[src/hw/rtl/rbd_pkg.sv]
// rbd_pkg: types and constants shared by the ring buffer deque modules.
// No dependencies; compile first.
package rbd_pkg;

   localparam int ITEM_W  = 32;   // item width on both channels
   localparam int CAP_W   = 5;    // capacity register width
   localparam int FILL_W  = 5;    // fill count width on the result channel

   typedef enum logic [1:0] {
      FUNC_PUSH_BACK  = 2'd0,
      FUNC_PUSH_FRONT = 2'd1,
      FUNC_POP_BACK   = 2'd2,
      FUNC_POP_FRONT  = 2'd3
   } func_type;

   typedef enum logic [1:0] {
      ST_DONE      = 2'd0,
      ST_OVERFLOW  = 2'd1,
      ST_UNDERFLOW = 2'd2
   } status_type;

   typedef struct packed {
      func_type           func;
      logic [ITEM_W-1:0]  push_value;
   } req_type;

   typedef struct packed {
      status_type         status;
      logic [ITEM_W-1:0]  popped_value;
      logic [FILL_W-1:0]  fill_count;
      logic               is_empty;
   } rsp_type;

   typedef enum logic [1:0] {
      S_IDLE,
      S_EXEC,
      S_RESP
   } state_type;

   // controller -> datapath commands
   typedef struct packed {
      logic load;      // capture the request item
      logic execute;   // perform the operation, update pointers, access the slots
   } ctrl_type;

endpackage

[src/hw/rtl/ring_buffer_deque.sv]
// ring_buffer_deque: top level of a double-ended queue over a ring of item slots.
// Depends on rbd_pkg, rbd_ctrl, rbd_dpath (and rbd_ram through it).
//
//  channel   ports                          handshake
//  --------  -----------------------------  ------------------------------------
//  request   start, busy, req_item          item taken when start && !busy
//  result    rsp_valid, rsp_item            one-cycle strobe, cannot be held off
//  config    csr_wr_en, csr_wr_data         capacity written when csr_wr_en high
//
// Every item passes through capture, execute (pointer update plus one slot
// access on the slot store), then the result strobe once the registered
// read data is back. busy stays high from the accept to the end of the strobe,
// so the next item can be taken in the cycle after the strobe.
// Reset is synchronous: pointers and fill count go to zero, capacity to 16.
// The slot store is not cleared; slots are only read after being written.
// The receiver has no back-pressure, so nothing inside ever stalls.
//
// DEPTH is the slot store size, 2 to 31 (capacity and fill count are 5 bits).
module ring_buffer_deque import rbd_pkg::*; #(
   parameter int DEPTH = 16
) (
   input  logic             clock,
   input  logic             reset,
   // request channel
   input  logic             start,
   output logic             busy,
   input  req_type          req_item,
   // result channel
   output logic             rsp_valid,
   output rsp_type          rsp_item,
   // capacity register
   input  logic             csr_wr_en,
   input  logic [CAP_W-1:0] csr_wr_data
);

   ctrl_type ctrl;

   // sequencing: idle -> execute -> respond
   rbd_ctrl u_ctrl (
      .clock     (clock),
      .reset     (reset),
      .start     (start),
      .busy      (busy),
      .rsp_valid (rsp_valid),
      .ctrl      (ctrl)
   );

   // pointers, count, capacity and slots
   rbd_dpath #(
      .DEPTH (DEPTH)
   ) u_dpath (
      .clock       (clock),
      .reset       (reset),
      .ctrl        (ctrl),
      .req_item    (req_item),
      .csr_wr_en   (csr_wr_en),
      .csr_wr_data (csr_wr_data),
      .rsp_item    (rsp_item)
   );

endmodule

[src/hw/rtl/rbd_ram.sv]
// rbd_ram: generic single-write, single-read RAM with registered read data.
// No dependencies.
module rbd_ram #(
   parameter int WIDTH = 32,
   parameter int DEPTH = 16
) (
   input  logic                     clock,
   input  logic                     wr_en,
   input  logic [$clog2(DEPTH)-1:0] wr_addr,
   input  logic [WIDTH-1:0]         wr_data,
   input  logic                     rd_en,
   input  logic [$clog2(DEPTH)-1:0] rd_addr,
   output logic [WIDTH-1:0]         rd_data
);

   logic [WIDTH-1:0] mem [DEPTH];
   logic [WIDTH-1:0] rd_data_ff;

   always_ff @(posedge clock) begin
      if (wr_en) begin
         mem[wr_addr] <= wr_data;
      end
      if (rd_en) begin
         rd_data_ff <= mem[rd_addr];
      end
   end

   assign rd_data = rd_data_ff;

endmodule

[src/hw/rtl/rbd_ctrl.sv]
// rbd_ctrl: sequencing state machine for the ring buffer deque.
// Depends on rbd_pkg.
module rbd_ctrl import rbd_pkg::*; (
   input  logic     clock,
   input  logic     reset,
   input  logic     start,
   output logic     busy,
   output logic     rsp_valid,
   output ctrl_type ctrl
);

   state_type state_ff, state_in;

   always_ff @(posedge clock) begin
      if (reset) begin
         state_ff <= S_IDLE;
      end else begin
         state_ff <= state_in;
      end
   end

   always_comb begin
      state_in = state_ff;
      case (state_ff)
         S_IDLE: begin
            if (start) begin
               state_in = S_EXEC;
            end
         end
         S_EXEC:  state_in = S_RESP;
         S_RESP:  state_in = S_IDLE;
         default: state_in = S_IDLE;
      endcase
   end

   always_comb begin
      busy         = 1'b1;
      rsp_valid    = 1'b0;
      ctrl.load    = 1'b0;
      ctrl.execute = 1'b0;
      case (state_ff)
         S_IDLE: begin
            busy      = 1'b0;
            ctrl.load = start;
         end
         S_EXEC:  ctrl.execute = 1'b1;
         S_RESP:  rsp_valid = 1'b1;
         default: busy = 1'b1;
      endcase
   end

endmodule

[src/hw/rtl/rbd_dpath.sv]
// rbd_dpath: pointers, fill count, capacity register and slot store of the deque.
// Depends on rbd_pkg and rbd_ram.
module rbd_dpath import rbd_pkg::*; #(
   parameter int DEPTH = 16
) (
   input  logic             clock,
   input  logic             reset,
   input  ctrl_type         ctrl,
   input  req_type          req_item,
   input  logic             csr_wr_en,
   input  logic [CAP_W-1:0] csr_wr_data,
   output rsp_type          rsp_item
);

   localparam int PTR_W = $clog2(DEPTH);
   localparam int CNT_W = $clog2(DEPTH + 1);

   req_type          req_ff, req_in;
   logic [PTR_W-1:0] back_ptr_ff, back_ptr_in;
   logic [PTR_W-1:0] front_ptr_ff, front_ptr_in;
   logic [CNT_W-1:0] held_ff, held_in;
   logic [CAP_W-1:0] capacity_ff, capacity_in;
   status_type       status_ff, status_in;
   logic             pop_ok_ff, pop_ok_in;

   logic [CNT_W-1:0]  cap_use;
   logic [PTR_W-1:0]  bp, fp, step_ptr;
   logic              mem_wr, mem_rd;
   logic [PTR_W-1:0]  mem_addr;
   logic [ITEM_W-1:0] mem_rd_data;

   function automatic logic [PTR_W-1:0] ring_next(input logic [PTR_W-1:0] p,
                                                 input logic [CNT_W-1:0] cap);
      logic [CNT_W-1:0] nxt;
      nxt = CNT_W'(p) + CNT_W'(1);
      return (nxt >= cap) ? '0 : PTR_W'(nxt);
   endfunction

   function automatic logic [PTR_W-1:0] ring_prev(input logic [PTR_W-1:0] p,
                                                 input logic [CNT_W-1:0] cap);
      logic [CNT_W-1:0] last;
      last = cap - CNT_W'(1);
      return (p == '0) ? PTR_W'(last) : p - PTR_W'(1);
   endfunction

   always_ff @(posedge clock) begin
      if (reset) begin
         back_ptr_ff  <= '0;
         front_ptr_ff <= '0;
         held_ff      <= '0;
         capacity_ff  <= CAP_W'(16);
      end else begin
         back_ptr_ff  <= back_ptr_in;
         front_ptr_ff <= front_ptr_in;
         held_ff      <= held_in;
         capacity_ff  <= capacity_in;
      end
   end

   always_ff @(posedge clock) begin
      req_ff    <= req_in;
      status_ff <= status_in;
      pop_ok_ff <= pop_ok_in;
   end

   // capacity 0 acts as 1, anything beyond the store acts as the store size
   always_comb begin
      if (capacity_ff == '0) begin
         cap_use = CNT_W'(1);
      end else if (int'(capacity_ff) > DEPTH) begin
         cap_use = CNT_W'(DEPTH);
      end else begin
         cap_use = CNT_W'(capacity_ff);
      end
   end

   always_comb begin
      bp = (CNT_W'(back_ptr_ff)  >= cap_use) ? '0 : back_ptr_ff;
      fp = (CNT_W'(front_ptr_ff) >= cap_use) ? '0 : front_ptr_ff;

      req_in       = req_ff;
      back_ptr_in  = back_ptr_ff;
      front_ptr_in = front_ptr_ff;
      held_in      = held_ff;
      capacity_in  = capacity_ff;
      status_in    = status_ff;
      pop_ok_in    = pop_ok_ff;
      mem_wr       = 1'b0;
      mem_rd       = 1'b0;
      mem_addr     = bp;
      step_ptr     = '0;

      if (ctrl.load) begin
         req_in = req_item;
      end

      if (ctrl.execute) begin
         status_in    = ST_DONE;
         pop_ok_in    = 1'b0;
         back_ptr_in  = bp;
         front_ptr_in = fp;
         case (req_ff.func)
            FUNC_PUSH_BACK: begin
               if (held_ff < cap_use) begin
                  mem_wr      = 1'b1;
                  mem_addr    = bp;
                  back_ptr_in = ring_next(bp, cap_use);
                  held_in     = held_ff + CNT_W'(1);
               end else begin
                  status_in = ST_OVERFLOW;
               end
            end
            FUNC_PUSH_FRONT: begin
               if (held_ff < cap_use) begin
                  mem_wr = 1'b1;
                  if (held_ff != '0) begin
                     step_ptr     = ring_prev(fp, cap_use);
                     front_ptr_in = step_ptr;
                     mem_addr     = step_ptr;
                  end else begin
                     // empty queue: restart the ring at slot zero
                     front_ptr_in = '0;
                     back_ptr_in  = ring_next('0, cap_use);
                     mem_addr     = '0;
                  end
                  held_in = held_ff + CNT_W'(1);
               end else begin
                  status_in = ST_OVERFLOW;
               end
            end
            FUNC_POP_BACK: begin
               if (held_ff != '0) begin
                  step_ptr    = ring_prev(bp, cap_use);
                  back_ptr_in = step_ptr;
                  mem_addr    = step_ptr;
                  mem_rd      = 1'b1;
                  pop_ok_in   = 1'b1;
                  held_in     = held_ff - CNT_W'(1);
               end else begin
                  status_in = ST_UNDERFLOW;
               end
            end
            FUNC_POP_FRONT: begin
               if (held_ff != '0) begin
                  mem_addr     = fp;
                  mem_rd       = 1'b1;
                  front_ptr_in = ring_next(fp, cap_use);
                  pop_ok_in    = 1'b1;
                  held_in      = held_ff - CNT_W'(1);
               end else begin
                  status_in = ST_UNDERFLOW;
               end
            end
            default: status_in = ST_DONE;
         endcase
      end

      // capacity write empties the queue
      if (csr_wr_en) begin
         capacity_in  = csr_wr_data;
         back_ptr_in  = '0;
         front_ptr_in = '0;
         held_in      = '0;
      end
   end

   rbd_ram #(
      .WIDTH (ITEM_W),
      .DEPTH (DEPTH)
   ) u_slots (
      .clock   (clock),
      .wr_en   (mem_wr),
      .wr_addr (mem_addr),
      .wr_data (req_ff.push_value),
      .rd_en   (mem_rd),
      .rd_addr (mem_addr),
      .rd_data (mem_rd_data)
   );

   always_comb begin
      rsp_item.status       = status_ff;
      rsp_item.popped_value = pop_ok_ff ? mem_rd_data : '0;
      rsp_item.fill_count   = FILL_W'(held_ff);
      rsp_item.is_empty     = (held_ff == '0);
   end

endmodule

[config.mk]
export PLATFORM = sky130hd
export DESIGN_NAME = ring_buffer_deque
export DESIGN_NICKNAME = d
export VERILOG_FILES = /design/src/hw/rtl/rbd_pkg.sv /design/src/hw/rtl/ring_buffer_deque.sv /design/src/hw/rtl/rbd_ram.sv /design/src/hw/rtl/rbd_ctrl.sv /design/src/hw/rtl/rbd_dpath.sv
export SDC_FILE = /design/constraint.sdc
export NUM_CORES = 1
export LEC_CHECK = 0
export BUFFER_PORTS_ARGS = -buffer_cell sky130_fd_sc_hd__buf_2
export CAP_MARGIN = 20
export CORE_AREA = 2 2 286 288
export DETAILED_ROUTE_END_ITERATION = 8
export DIE_AREA = 0 0 288 290
export GPL_ROUTABILITY_DRIVEN = 0
export PLACE_DENSITY = 0.43
export SLEW_MARGIN = 20
export SYNTH_ARGS = -nofsm -noshare
export SYNTH_HDL_FRONTEND = slang
export SYNTH_HIERARCHICAL = 1
export SYNTH_SLANG_ARGS = --single-unit
[constraint.sdc]
create_clock -name clock -period 14.3 [get_ports clock]
set_input_delay 0 -clock clock [delete_from_list [all_inputs] [get_ports clock]]
set_output_delay 0 -clock clock [all_outputs]
set_load 0.01 [all_outputs]
[Word-level counts from Yosys, hierarchy flattened]
Memories as Yosys holds them, arrays and structs flattened. A register that Yosys moved wholly into a read port is not among the register bits.
Index checks and enable logic that the tools add are counted.
W data, S select, Z words.
Storage, ports and cells
  RAM bits: 512
  output and inout port bits: 42
  memories kept: 1
  register bits after elaboration: 57
  bits of input ports: 43
Operators by class
  reduce and logical (&&, ||, !) cells: 11
  $lt $le $gt $ge: 7
  mux-type cells: 43
  equal/unequal tests: 8
  add/sub/neg operators: 7
Memories
  u_dpath.u_slots.mem: words 16, bits a word 32, rd ports 1, clocked after Yosys merged registers in 1, write ports 1, line rbd_ram.sv:16  | logic [WIDTH-1:0] mem [DEPTH];
Operators by type and width (count)
  $mux W4: 16
  $mux W32: 1
  $mux W5: 4
  $pmux W4 S4: 1
  $mux W1: 14
  $pmux W4 S3: 1
  $sub A4 B1 Y4 const B: 3
  $add A4 B1 Y5 const B: 2
  $ge A4 B5 Y1: 2
  $ge A5 B5 Y1: 2
  $logic_not A5 Y1: 2
  $pmux W5 S2: 1
  $logic_not A4 Y1: 2
  $pmux W2 S2: 2
  $pmux W4 S2: 1
  $eq A2 B2 Y1 const B: 3
  $reduce_or A2 Y1: 3
  $add A5 B1 Y5 const B: 1
  $ge A1 B5 Y1 const A: 1
  $gt A5 B5 Y1 const B: 1
  $lt A5 B5 Y1: 1
  $reduce_bool A5 Y1: 1
  $sub A5 B1 Y5 const B: 1
  $eq A2 B1 Y1 const B: 2
  other kinds (5): 8

[Logic depth before layout (Yosys ltp)]
Gate-level depths: netlist (run 1).
  word-level depth: 11
  gate-level depth with buffers: 22
  depth with buffers taken out: 18

[Modules after synthesis]
Netlist (run 1), hierarchy kept.
Modules (own cells, without submodules)
  rbd_ram: cells each 838, times used 1, seq. area each 16335.7 µm², area each 20155.6 µm²
  rbd_dpath: cells each 385, times used 1, seq. area each 1471.4 µm², area each 3724.8 µm²
  rbd_ctrl: cells each 9, times used 1, seq. area each 40.0 µm², area each 98.8 µm²

[Worst setup path before layout (run 1)]
No wires, ideal clock.
  path type: register to register
  start point: reg u_dpath.capacity_ff[1]
  end point: mem u_dpath.u_slots.mem[0][0] (enable)
  buffers on the path: 1
  path slack: 7.690 ns
  cell stages (with the launch flop): 19
  arrival: 6.149 ns
  period minus slack after synthesis: 6.610 ns
  data required time: 13.839 ns
  library setup time: 0.461 ns
  cells stage by stage: dfxtp_1 -> or4_4 -> and2_2 -> clkbuf_1 -> inv_1 -> ha_1 -> nor2b_1 -> o211a_1 -> or2_2 -> and2_1 -> inv_1 -> ha_1 -> o21a_1 -> a41oi_1 -> o221ai_1 -> a211oi_1 -> o22ai_1 -> or3b_2 -> nor3_1
On the way
  cells in the longest elaborated chain, start to end: 11
RTL lines
  start, declared: line rbd_dpath.sv:22  | logic [CAP_W-1:0] capacity_ff, capacity_in;
  start signal, assigned: line rbd_dpath.sv:56  | capacity_ff <= capacity_in;
  $gt A5 B5 Y1: line rbd_dpath.sv:70  | end else if (int'(capacity_ff) > DEPTH) begin
  $mux W5: line rbd_dpath.sv:70
  $mux W5 (*): line rbd_dpath.sv:68  | if (capacity_ff == '0) begin
  $ge A4 B5 Y1: line rbd_dpath.sv:79  | fp = (CNT_W'(front_ptr_ff) >= cap_use) ? '0 : front_ptr_ff;
  $mux W4: line rbd_dpath.sv:79
  $sub A4 B1 Y4 or $logic_not A4 Y1 (tied branches): line rbd_dpath.sv:43  | return (p == '0) ? PTR_W'(last) : p - PTR_W'(1);
  $mux W4: line rbd_dpath.sv:43
  $mux W4: line rbd_dpath.sv:116  | if (held_ff != '0) begin
  $mux W4: line rbd_dpath.sv:114  | if (held_ff < cap_use) begin
  $pmux W4 S4: line rbd_dpath.sv:102  | case (req_ff.func)
  $mux W4 (*): line rbd_dpath.sv:97  | if (ctrl.execute) begin
  via u_dpath.mem_addr[3]: line rbd_dpath.sv:29  | logic [PTR_W-1:0] mem_addr;
  end, declared: line rbd_ram.sv:16
The timed path passes the listed nets; every way through them passes the cells marked *.

[Worst setup path in the final report (run 1)]
  start point: reg u_dpath.capacity_ff[4]
  end point: reg u_dpath.u_slots.rd_data_ff[18] (netlist: u_dpath/u_slots/rd_data[18]) (read register of u_dpath.u_slots.mem) (data pin)
On the way
  cells in the longest elaborated chain, start to end: 11
RTL lines
  $gt A5 B5 Y1: line rbd_dpath.sv:70
  $mux W5: line rbd_dpath.sv:70
  $mux W5 (*): line rbd_dpath.sv:68
  $ge A4 B5 Y1: line rbd_dpath.sv:79
  $mux W4: line rbd_dpath.sv:79
  $sub A4 B1 Y4 or $logic_not A4 Y1 (tied branches): line rbd_dpath.sv:43
  $mux W4: line rbd_dpath.sv:43
  $mux W4: line rbd_dpath.sv:116
  $mux W4: line rbd_dpath.sv:114
  $pmux W4 S4: line rbd_dpath.sv:102
  $mux W4 (*): line rbd_dpath.sv:97
  via u_dpath.mem_addr[0]: line rbd_dpath.sv:29
  end, declared: line rbd_ram.sv:17  | logic [WIDTH-1:0] rd_data_ff;
Marks and branches as above.
A chain may end at the register's enable or synchronous reset.

==> results of run 1 <==
[worst max path at each step]
stage | endpoint | start | depth (start not counted)
finish | u_dpath/u_slots/rd_data[18] | u_dpath/capacity_ff[4] | 20
global route | u_dpath/u_slots/rd_data[9] | u_dpath/capacity_ff[4] | 20
CTS | u_dpath/u_slots/rd_data[12] | u_dpath/capacity_ff[4] | 20
detailed placement | u_dpath/u_slots/rd_data[12] | u_dpath/capacity_ff[4] | 20
global placement | u_dpath/u_slots/rd_data[12] | u_dpath/capacity_ff[4] | 20
floorplan | u_dpath/u_slots/mem[0][0] | u_dpath/capacity_ff[1] | 18
[critical path: stages (launching register included)]
cell	delay [ns]
sky130_fd_sc_hd__dfxtp_1	0.40
sky130_fd_sc_hd__or4_4	0.57
sky130_fd_sc_hd__and2_2	0.23
sky130_fd_sc_hd__inv_1	0.15
sky130_fd_sc_hd__ha_1	0.25
sky130_fd_sc_hd__nor2b_1	0.15
sky130_fd_sc_hd__o211a_1	0.23
sky130_fd_sc_hd__or2_2	0.16
sky130_fd_sc_hd__and2_1	0.17
sky130_fd_sc_hd__inv_1	0.06
sky130_fd_sc_hd__ha_1	0.28
sky130_fd_sc_hd__o21a_1	0.14
sky130_fd_sc_hd__a41oi_1	0.34
sky130_fd_sc_hd__o221ai_1	0.21
sky130_fd_sc_hd__a32o_1	0.33
sky130_fd_sc_hd__a32oi_4	0.21
sky130_fd_sc_hd__buf_4	0.71
sky130_fd_sc_hd__buf_12	0.69
sky130_fd_sc_hd__mux4_2	0.59
sky130_fd_sc_hd__a22oi_1	0.23
sky130_fd_sc_hd__nand2_1	0.12
[flip-flops by register name, summed over array words and instances (netlist names)]
name                     flops
u_dpath/front_ptr_ff         4
u_dpath/u_slots/rd_data     32
u_dpath/u_slots/mem        512
u_dpath/back_ptr_ff          4
u_dpath/capacity_ff          5
u_ctrl/state_ff              2
u_dpath/pop_ok_ff            1
u_dpath/held_ff              5
u_dpath/req_ff              34
u_dpath/status_ff            2
[synth_stat cells, drive strengths merged (5+ instances only)]
cell type	instances
nor2b	9
o31ai	5
ha	30
a31oi	5
nor3	8
o21ai	26
edfxtp	581
inv	15
and3	5
buf	28
nor2	33
dfxtp	20
a21oi	23
mux4	128
nand2b	10
nand2	61
o211ai	5
mux2i	7
and2	36
a21o	8
nand3	12
a22oi	67
clkbuf	37
xor2	7
a211oi	5
[per-stage QoR]
stage | utilization, % | std cells | setup WS, ns | instance area [sq um] | power (mW)
3_3_place_gp | 32.2 | 2341 | 7.66 | 25800 | 2.17
6_report | 35.4 | 2512 | 7.66 | 28400 | 3.78
2_1_floorplan | - | 1232 | 7.69 | 24000 | 2.11
5_1_grt | 35.4 | 2512 | 7.12 | 28400 | 3.91
4_1_cts | 35.4 | 2512 | 7.55 | 28400 | 3.84
3_5_place_dp | 32.2 | 2341 | 7.58 | 25800 | 2.17
[kinds of logic (layout without fill, tap and decap cells)]
group                    count (synthesis)  in the layout  share of synthesized area [%]
flip-flops                             601            601                           74.4
AND/OR/NAND/NOR                        198            198                           4.37
AO/OA/AOI/OAI                          178            178                           5.28
multiplexers                           135            135                           12.3
buffers and inverters                   80            300                           1.63
adder cells (fa/ha/maj)                 31             31                           1.65
XOR/XNOR                                 9              9                          0.329
[power groups by stage]
stage               Clock, mW  Combinational (mW)  Sequential (mW)
detailed placement          0               0.150             2.02
floorplan                   0               0.110             2.00
finish                   1.64               0.159             1.98
global route             1.76               0.175             1.98
global placement            0               0.151             2.02
CTS                      1.69               0.163             1.98
[area by class of cell]
cell class	instances	area [sq um]	area share, %
Clock buffer	83	1780	6.27
Timing Repair Buffer	167	1200	4.23
Multi-Input combinational cell	551	5900	20.8
Inverter	15	56.3	0.198
Clock inverter	35	277	0.974
Tap cell	1060	1330	4.67
Sequential cell	601	17800	62.9
[routing by layer]
| layer | track usage, % | vias to the layer above | part of all wire, % |
|---|---|---|---|
| met5 | 0 | - | 0 |
| met4 | 4.44 | 0 | 2.0 |
| met3 | 2.18 | 91 | 3.7 |
| met2 | 25.0 | 244 | 50 |
| met1 | 20.2 | 6697 | 45 |
| li1 | - | 5424 | - |
[timing repair]
item,4_1_cts,5_1_grt
hold buffers,53,0
setup buffers,0,0
resized for setup,0,0
setup endpoints to repair,0,0
endpoints found under the hold margin,50,0
==> results_dict.tcl, run 1 <==
set metrics [dict create \
    run_status "finished clean" \
    postSynthNetCount 1306 \
    portBuffers 84 \
    fmaxAchievable_mhz 151 \
    finalHoldWorstSlack_ns 0.112 \
    grt_setup_unrepaired "false" \
    finalNetCount 1479 \
    synth_largest_type_area_fraction_pct 72.8 \
    drt_pass1_iterations 5 \
    seq_area_frac_synth_pct 74.4 \
    max_slew.worst_pin.slew_ns 0.981 \
    track_usage_pct 15.0 \
    switching_power_mw 0.812 \
    finalCritPeriodShare_pct 46.5 \
    ctsHtreeMaxLevel 3 \
    setup.worst_path.end_class "flip-flop" \
    setup_viol 0 \
    min_from "req_item[17]" \
    yosys_most_used_dff "sky130_fd_sc_hd__edfxtp_1" \
    antenna_found_initial 0 \
    final_antenna_net_count 0 \
    first_global_vias 13200 \
    cp.required_ns 14.63 \
    rows 104 \
    fp.dieArea_sq_um 83500 \
    power.static_leakage_nw 9.01 \
    timing.rr.start "u_dpath/capacity_ff[4]" \
    synth_area_per_cell_sq_um 19.5 \
    worst_hold_path_type "input port to flip-flop" \
    ys_ff_latch 601 \
    grt_overflow_total 0 \
    effective_utilization_at_floorplan_pct 29.9 \
    numClockSinks 601 \
    combPwrFrac_pct 4.2 \
    drive_above_1_share_pct 25.9 \
    most_frequent_cells_in_the_layout "sky130_fd_sc_hd__edfxtp_1 (581), sky130_fd_sc_hd__mux4_2 (128), sky130_fd_sc_hd__buf_2 (84)" \
    timing.clock.skew_ns 0.0278 \
    filler_cell_count 7559 \
    yosysUniqueCellTypes 71 \
    min_path_cells 2 \
    n_antenna_cell 0 \
    power_report.internal_total_mw 2.97 \
    reg2reg_to "u_dpath/u_slots/rd_data[18]" \
    placeableCoreArea_sq_um 80200 \
    routedWlPerCell_um 24.8 \
    slew_violations 0 \
    viasPerCell 4.96 \
    hpwl_um 32200 \
    slew_headroom_pct 34.6 \
    yosysTopAreaCell "sky130_fd_sc_hd__edfxtp_1" \
    setup_tns_ns 0 \
    ys_top_cells_by_area "sky130_fd_sc_hd__edfxtp_1 (73%), sky130_fd_sc_hd__mux4_2 (12%), sky130_fd_sc_hd__a22oi_1 (2.1%), sky130_fd_sc_hd__dfxtp_1 (1.7%), sky130_fd_sc_hd__ha_1 (1.6%)" \
    routed_wl_um 62300 \
    min_period_ns 6.64 \
    floorplan.die.height_um 290 \
    layout.cells.most_common "sky130_fd_sc_hd__edfxtp_1" \
    drcViolationCount 0 \
    grt_start_max_net_pins 136 \
    synth_instances 1232 \
    swShare_pct 21.5 \
    critPathKind "flip-flop to flip-flop" \
    clockPowerShare_pct 43.4 \
    p_seq_share_pct 52.4 \
    cts-root-to-sink-buffers 3 \
    cts_buffers 69 \
    floorplan.die.width_um 288 \
    clockRootBuffer "sky130_fd_sc_hd__clkbuf_16" \
    ys.warnings.count 6 \
    worst_reg_to_reg_setup_slack_ns 7.66 \
    timing.critical_path.from_type "flip-flop" \
    number_of_flops_mapped_to_enable_cells_by_yosys 581 \
    r2r.worst_path.cells 20 \
    route.vias.total 12500 \
    cts_tree "built" \
    worst_ir_drop_vdd_uv 63.6 \
    critPathArrivalTime_ns 6.98 \
    path_max_fanout 95 \
    hold_viol_final 0 \
    top_level_ports 85 \
    initialDrtViolationCount 913 \
    hold_end "u_dpath/req_ff[17]" \
    clk_pin_slew_worst_paths_ns 0.06 \
    power.density_cell_area_nw_per_um2 133 \
    postSynth.asyncResetShare_pct 0 \
    mappedNetlistArea_sq_um 24000 \
    max_cap_check_violation_count 0 \
    grt_pass1_wl_um 91000 \
    clk-insertion-delay-late_ns 0.60 \
    flow.area_growth_from_synthesis_pct 18.4 \
]
No activity file was read; power rests on OpenSTA's default activity.
==> run 2: changes to the inputs <==
Clock period 14.3 ns to 6.7 ns, I/O delays scaled along.
==> run 2 against run 1 <==
Wire length fell by 4.4%. Final cell count rose by 0.80%. Register-to-register slack got worse by 7.1 ns. Clock power rose by 120%. Critical endpoint is now u_dpath/u_slots/mem[14][30]. Largest power group unchanged.
==> results_dict.tcl, run 2 (same netlist as run 1, synthesis figures left out) <==
set metrics [dict create \
    track_usage_pct 14.4 \
    p_seq_share_pct 51.8 \
    timing.critical_path.from_type "flip-flop" \
    final_core_utilization_pct 35.8 \
    flow.area_growth_from_synthesis_pct 19.7 \
    slew_headroom_pct 34.8 \
    placeableCoreArea_sq_um 80200 \
    worstPathCellList "or4_4 > and2_2 > inv_1 > ha_1 > nor2b_1 > o21ai_1 > a21oi_1 > inv_1 > ha_1 > o21a_1 > a31o_2 > and4_1 > a311oi_1 > a32oi_4 > buf_12 > nand2b_1 > nor2_4 > buf_4" \
    filler_cell_count 7539 \
    min_from "req_item[18]" \
    fmaxAchievable_mhz 163 \
    clockPowerShare_pct 44.0 \
    grt_pass1_wl_um 88500 \
    power.static_leakage_nw 9.19 \
    critical-path-top-delay-family "compound AO/OA/AOI/OAI gates" \
    top_level_ports 85 \
    max_cap_check_violation_count 0 \
    finalNetCount 1502 \
    path_max_fanout 32 \
    critical-path-slowest-cell "sky130_fd_sc_hd__a311oi_1" \
    min_period_ns 6.12 \
    finalCritPeriodShare_pct 91.4 \
    hpwl_um 35300 \
    cts-root-to-sink-buffers 3 \
    fp.dieArea_sq_um 83500 \
    grt_overflow_total 0 \
    floorplan.die.height_um 290 \
    route.vias.total 12400 \
    largest_register_ff_count 512 \
    ctsHtreeMaxLevel 3 \
    multi_input_area_sq_um 5900 \
    drive_above_1_share_pct 27.2 \
    slew_violations 0 \
    critPathKind "flip-flop to flip-flop" \
    clk_pin_slew_worst_paths_ns 0.06 \
    layout.cells.most_common "sky130_fd_sc_hd__edfxtp_1" \
    routedWlPerCell_um 23.5 \
    final_antenna_net_count 0 \
    viasPerCell 4.88 \
    timing.clock.skew_ns 0.0347 \
    switching_power_mw 1.70 \
    drt_pass1_iterations 5 \
    setup_tns_ns 0 \
    grt_setup_unrepaired "false" \
    cts_tree "built" \
    swShare_pct 20.8 \
    first_global_vias 13100 \
    largest-register "u_dpath/u_slots/mem" \
    setup_viol 0 \
    cts_setup_buffers 0 \
    antenna_found_initial 2 \
    combPwrFrac_pct 4.2 \
    portBuffers 84 \
    drcViolationCount 0 \
    power_report.internal_total_mw 6.46 \
    rows 104 \
    numClockSinks 601 \
    timing.critical_path.slowest_cell_delay_ns 0.59 \
    n_antenna_cell 0 \
    max_slew.worst_pin.slew_ns 0.974 \
    effective_utilization_at_floorplan_pct 29.9 \
    timing.rr.start "u_dpath/capacity_ff[4]" \
    critPathArrivalTime_ns 6.33 \
    clk-insertion-delay-late_ns 0.60 \
    setup.worst_path.end_class "flip-flop" \
    cp.required_ns 6.90 \
    initialDrtViolationCount 683 \
    worst_ir_drop_vdd_uv 154 \
    worst_hold_path_type "input port to flip-flop" \
    cts_buffers 68 \
    cp_num_buf_inv 4 \
    floorplan.die.width_um 288 \
    register_area_sq_um 17800 \
    post_cts_resized 0 \
    hold_viol_final 0 \
    power.density_cell_area_nw_per_um2 284 \
    grt_start_max_net_pins 60 \
    most_frequent_cells_in_the_layout "sky130_fd_sc_hd__edfxtp_1 (581), sky130_fd_sc_hd__mux4_2 (128), sky130_fd_sc_hd__buf_2 (84)" \
    run_status "finished clean" \
    routed_wl_um 59600 \
    clockRootBuffer "sky130_fd_sc_hd__clkbuf_16" \
    worst_setup_path_startpoint "u_dpath/capacity_ff[4]" \
]
run 2: cell types whose count changed in the layout (fill, tap and decap cells not counted), sizes merged:
cell,delta
bufinv,+2
clkinvlp,-1
buf,+24
clkbuf,+3
clkinv,-7
inv,-1
run 2: routing by layer:
metal  track usage [%]  routed length (um)
met3              2.13                2220
met2              23.6               29000
met5                 0                   0
met4              3.98                 991
met1              20.0               27400
run 2: power by group through the flow:
stage	Clock, mW	Sequential, mW	Combinational [mW]
2_1_floorplan	0	4.27	0.235
3_5_place_dp	0	4.31	0.329
4_1_cts	3.71	4.23	0.355
5_1_grt	3.85	4.24	0.380
6_report	3.59	4.23	0.346
3_3_place_gp	0	4.30	0.330
run 2: stage by stage:
step / hold slack (ns) / power, mW / area, sq um / cells / worst slack [ns]
after floorplan: 0.0724 / 4.51 / 24000 / 1232 / 0.0898
final: 0.109 / 8.16 / 28700 / 2532 / 0.576
after global routing: 0.0893 / 8.47 / 28700 / 2532 / 0.163
after global placement: 0.177 / 4.63 / 26000 / 2365 / 0.685
after CTS: 0.0712 / 8.30 / 28700 / 2532 / 0.578
after detailed placement: 0.178 / 4.64 / 26000 / 2365 / 0.632
run 2: path summary, 6_finish.rpt:
kind	end	slack [ns]	cells after the start
min	u_dpath/req_ff[18]	0.11	2
max	u_dpath/u_slots/mem[14][30]	0.58	18
max reg2reg	u_dpath/u_slots/mem[14][30]	0.58	18
min reg2reg	u_dpath/held_ff[2]	0.54	2
run 2: layout make-up:
class / count / area share [%]
flip-flops and latches: 601 / 62.2
multi-input cells: 551 / 20.6
clock buffers: 86 / 6.39
repair buffers: 191 / 4.99
well taps: 1060 / 4.62
clock inverters: 28 / 1.06
inverters: 15 / 0.196
run 2: repair_timing:
action,in CTS,in global routing
hold buffers,53,0
setup endpoints to repair,0,0
endpoints found under the hold margin,45,0
==> run 3: changes to the inputs <==
Settings changed: CELL_PAD_IN_SITES_DETAIL_PLACEMENT set to 2, CELL_PAD_IN_SITES_GLOBAL_PLACEMENT set to 2, PLACE_DENSITY 0.43 to 0.52, SLEW_MARGIN 20 to 25.
==> run 3 against run 2 <==
Clock skew is 0.0041 ns higher. Via count increased by 1.9%. Critical endpoint is now u_dpath/u_slots/mem[8][26]. Sequential share of layout area fell by 0.084 points. Fmax up 1.7%. Critical path depth is 1 lower. Flip-flop and latch count is the same. Critical path type unchanged. Non-clock buffer count down 5. Worst hold slack got worse by 0.023 ns. Worst setup slack better by 0.10 ns.
==> results_dict.tcl, run 3 (same netlist as run 1, synthesis figures left out) <==
set metrics [dict create \
    slew_violations 0 \
    finalCritPeriodShare_pct 89.9 \
    clk-insertion-delay-late_ns 0.62 \
    drcViolationCount 0 \
    timing.critical_path.slowest_cell_delay_ns 0.69 \
    run_status "finished clean" \
    portBuffers 84 \
    numClockSinks 601 \
    cts_buffers 69 \
    setup.worst_path.end_class "flip-flop" \
    first_global_vias 14000 \
    switching_power_mw 1.78 \
    cp.required_ns 6.92 \
    worst_hold_path_type "input port to flip-flop" \
    layout.cells.most_common "sky130_fd_sc_hd__edfxtp_1" \
    max_slew.worst_pin.slew_ns 0.939 \
    slew_headroom_pct 37.4 \
    max_cap_check_violation_count 0 \
    swShare_pct 22.0 \
    most_frequent_cells_in_the_layout "sky130_fd_sc_hd__edfxtp_1 (581), sky130_fd_sc_hd__mux4_2 (128), sky130_fd_sc_hd__buf_2 (84)" \
    timing.clock.skew_ns 0.0388 \
    finalNetCount 1498 \
    antenna_found_initial 2 \
    fmaxAchievable_mhz 166 \
    routed_wl_um 66000 \
    ctsHtreeMaxLevel 3 \
    clk_pin_slew_worst_paths_ns 0.06 \
    floorplan.die.width_um 288 \
    rows 104 \
    min_period_ns 6.02 \
    path_max_fanout 25 \
    flow.area_growth_from_synthesis_pct 19.8 \
    min_from "req_item[14]" \
    worst_ir_drop_vdd_uv 153 \
    effective_utilization_at_floorplan_pct 29.9 \
    cts_setup_buffers 0 \
    timing.rr.start "u_dpath/capacity_ff[4]" \
    timing.critical_path.from_type "flip-flop" \
    power_report.internal_total_mw 6.32 \
    critical-path-slowest-cell "sky130_fd_sc_hd__o22ai_1" \
    combPwrFrac_pct 4.4 \
    setup_tns_ns 0 \
    grt_overflow_total 0 \
    placeableCoreArea_sq_um 80200 \
    drt_pass1_iterations 5 \
    p_total_mw 8.10 \
    track_usage_pct 16.0 \
    drive_above_1_share_pct 26.8 \
    route.vias.total 12600 \
    top_level_ports 85 \
    clockPowerShare_pct 43.4 \
    final_antenna_net_count 0 \
    fp.dieArea_sq_um 83500 \
    setup_viol 0 \
    viasPerCell 4.96 \
    power.static_leakage_nw 9.17 \
    p_seq_share_pct 52.2 \
    power.density_cell_area_nw_per_um2 282 \
    hpwl_um 38100 \
    floorplan.die.height_um 290 \
    grt_setup_unrepaired "false" \
    critPathKind "flip-flop to flip-flop" \
    critPathArrivalTime_ns 6.24 \
    routedWlPerCell_um 26.0 \
    cts_tree "built" \
    hold_viol_final 0 \
    largest_register_ff_count 512 \
    worstPathCellList "or4_4 > and2_2 > inv_1 > ha_1 > nor2b_1 > o21ai_1 > a21o_1 > ha_1 > o21ai_0 > a21oi_1 > a211o_1 > o2bb2ai_1 > a211oi_1 > o22ai_1 > nand3b_1 > nor3_2 > buf_4" \
    worst_setup_path_startpoint "u_dpath/capacity_ff[4]" \
    largest-register "u_dpath/u_slots/mem" \
    grt_start_max_net_pins 60 \
    worst_path_most_repeated_cell "sky130_fd_sc_hd__ha_1" \
    clockRootBuffer "sky130_fd_sc_hd__clkbuf_16" \
    cts-root-to-sink-buffers 3 \
    initialDrtViolationCount 782 \
    grt_pass1_wl_um 98100 \
]
## run 3: critical path: cells and delay by family (launching register included)
kind	cells	cell delay [ns]
DFF	1	0.43
buffers and inverters	2	0.68
and+or+nand+nor	5	1.72
AOI/OAI and AO/OA	8	2.31
adders and majority gates	2	0.49
## run 3: area by class of cell
cell class	instances	area (sq um)
Inverter	15	56.3
Sequential cell	601	17800
Fill cell	7919	51400
Multi-Input combinational cell	551	5900
Clock buffer	85	1830
Timing Repair Buffer	186	1510
Clock inverter	39	268
Tap cell	1060	1330
Antenna cell	1	2.50
## run 3: power groups by stage
stage               logic (mW)  clock network [mW]  registers, mW
floorplan                0.235                   0           4.27
global placement         0.339                   0           4.30
detailed placement       0.342                   0           4.31
CTS                      0.368                3.64           4.23
global route             0.395                3.77           4.24
finish                   0.358                3.52           4.23
## run 3: stage by stage
step           hold WS, ns  utilization, %  area, sq um  setup WS [ns]  std cells
2_1_floorplan       0.0724               -        24000         0.0898       1232
3_3_place_gp         0.177            32.6        26100          0.797       2360
3_5_place_dp         0.180            32.6        26100          0.653       2360
4_1_cts             0.0474            35.9        28700          0.621       2537
5_1_grt             0.0776            35.9        28700          0.212       2537
6_report            0.0856            35.9        28700          0.679       2538
## run 3: metal layers
layer	global-route usage [%]	vias up	part of all wire (%)	routed length, um
met2	26.6	208	50	32900
met3	2.41	78	3.4	2250
met4	4.37	0	1.8	1200
li1	-	5464	-	-
met5	0	-	0	0
met1	21.8	6847	45	29700
## run 3: worst paths after layout
| kind | end | slack (ns) | depth (start not counted) |
|---|---|---|---|
| worst min register to register | u_dpath/held_ff[3] | 0.55 | 2 |
| worst max-delay path | u_dpath/u_slots/mem[8][26] | 0.68 | 17 |
| worst min-delay path | u_dpath/req_ff[14] | 0.09 | 2 |
| worst max register to register | u_dpath/u_slots/mem[8][26] | 0.68 | 17 |
## run 3: timing repair
action | CTS | global route
gates resized for setup | 0 | 0
endpoints found under the hold margin | 46 | 0
hold buffers | 53 | 0
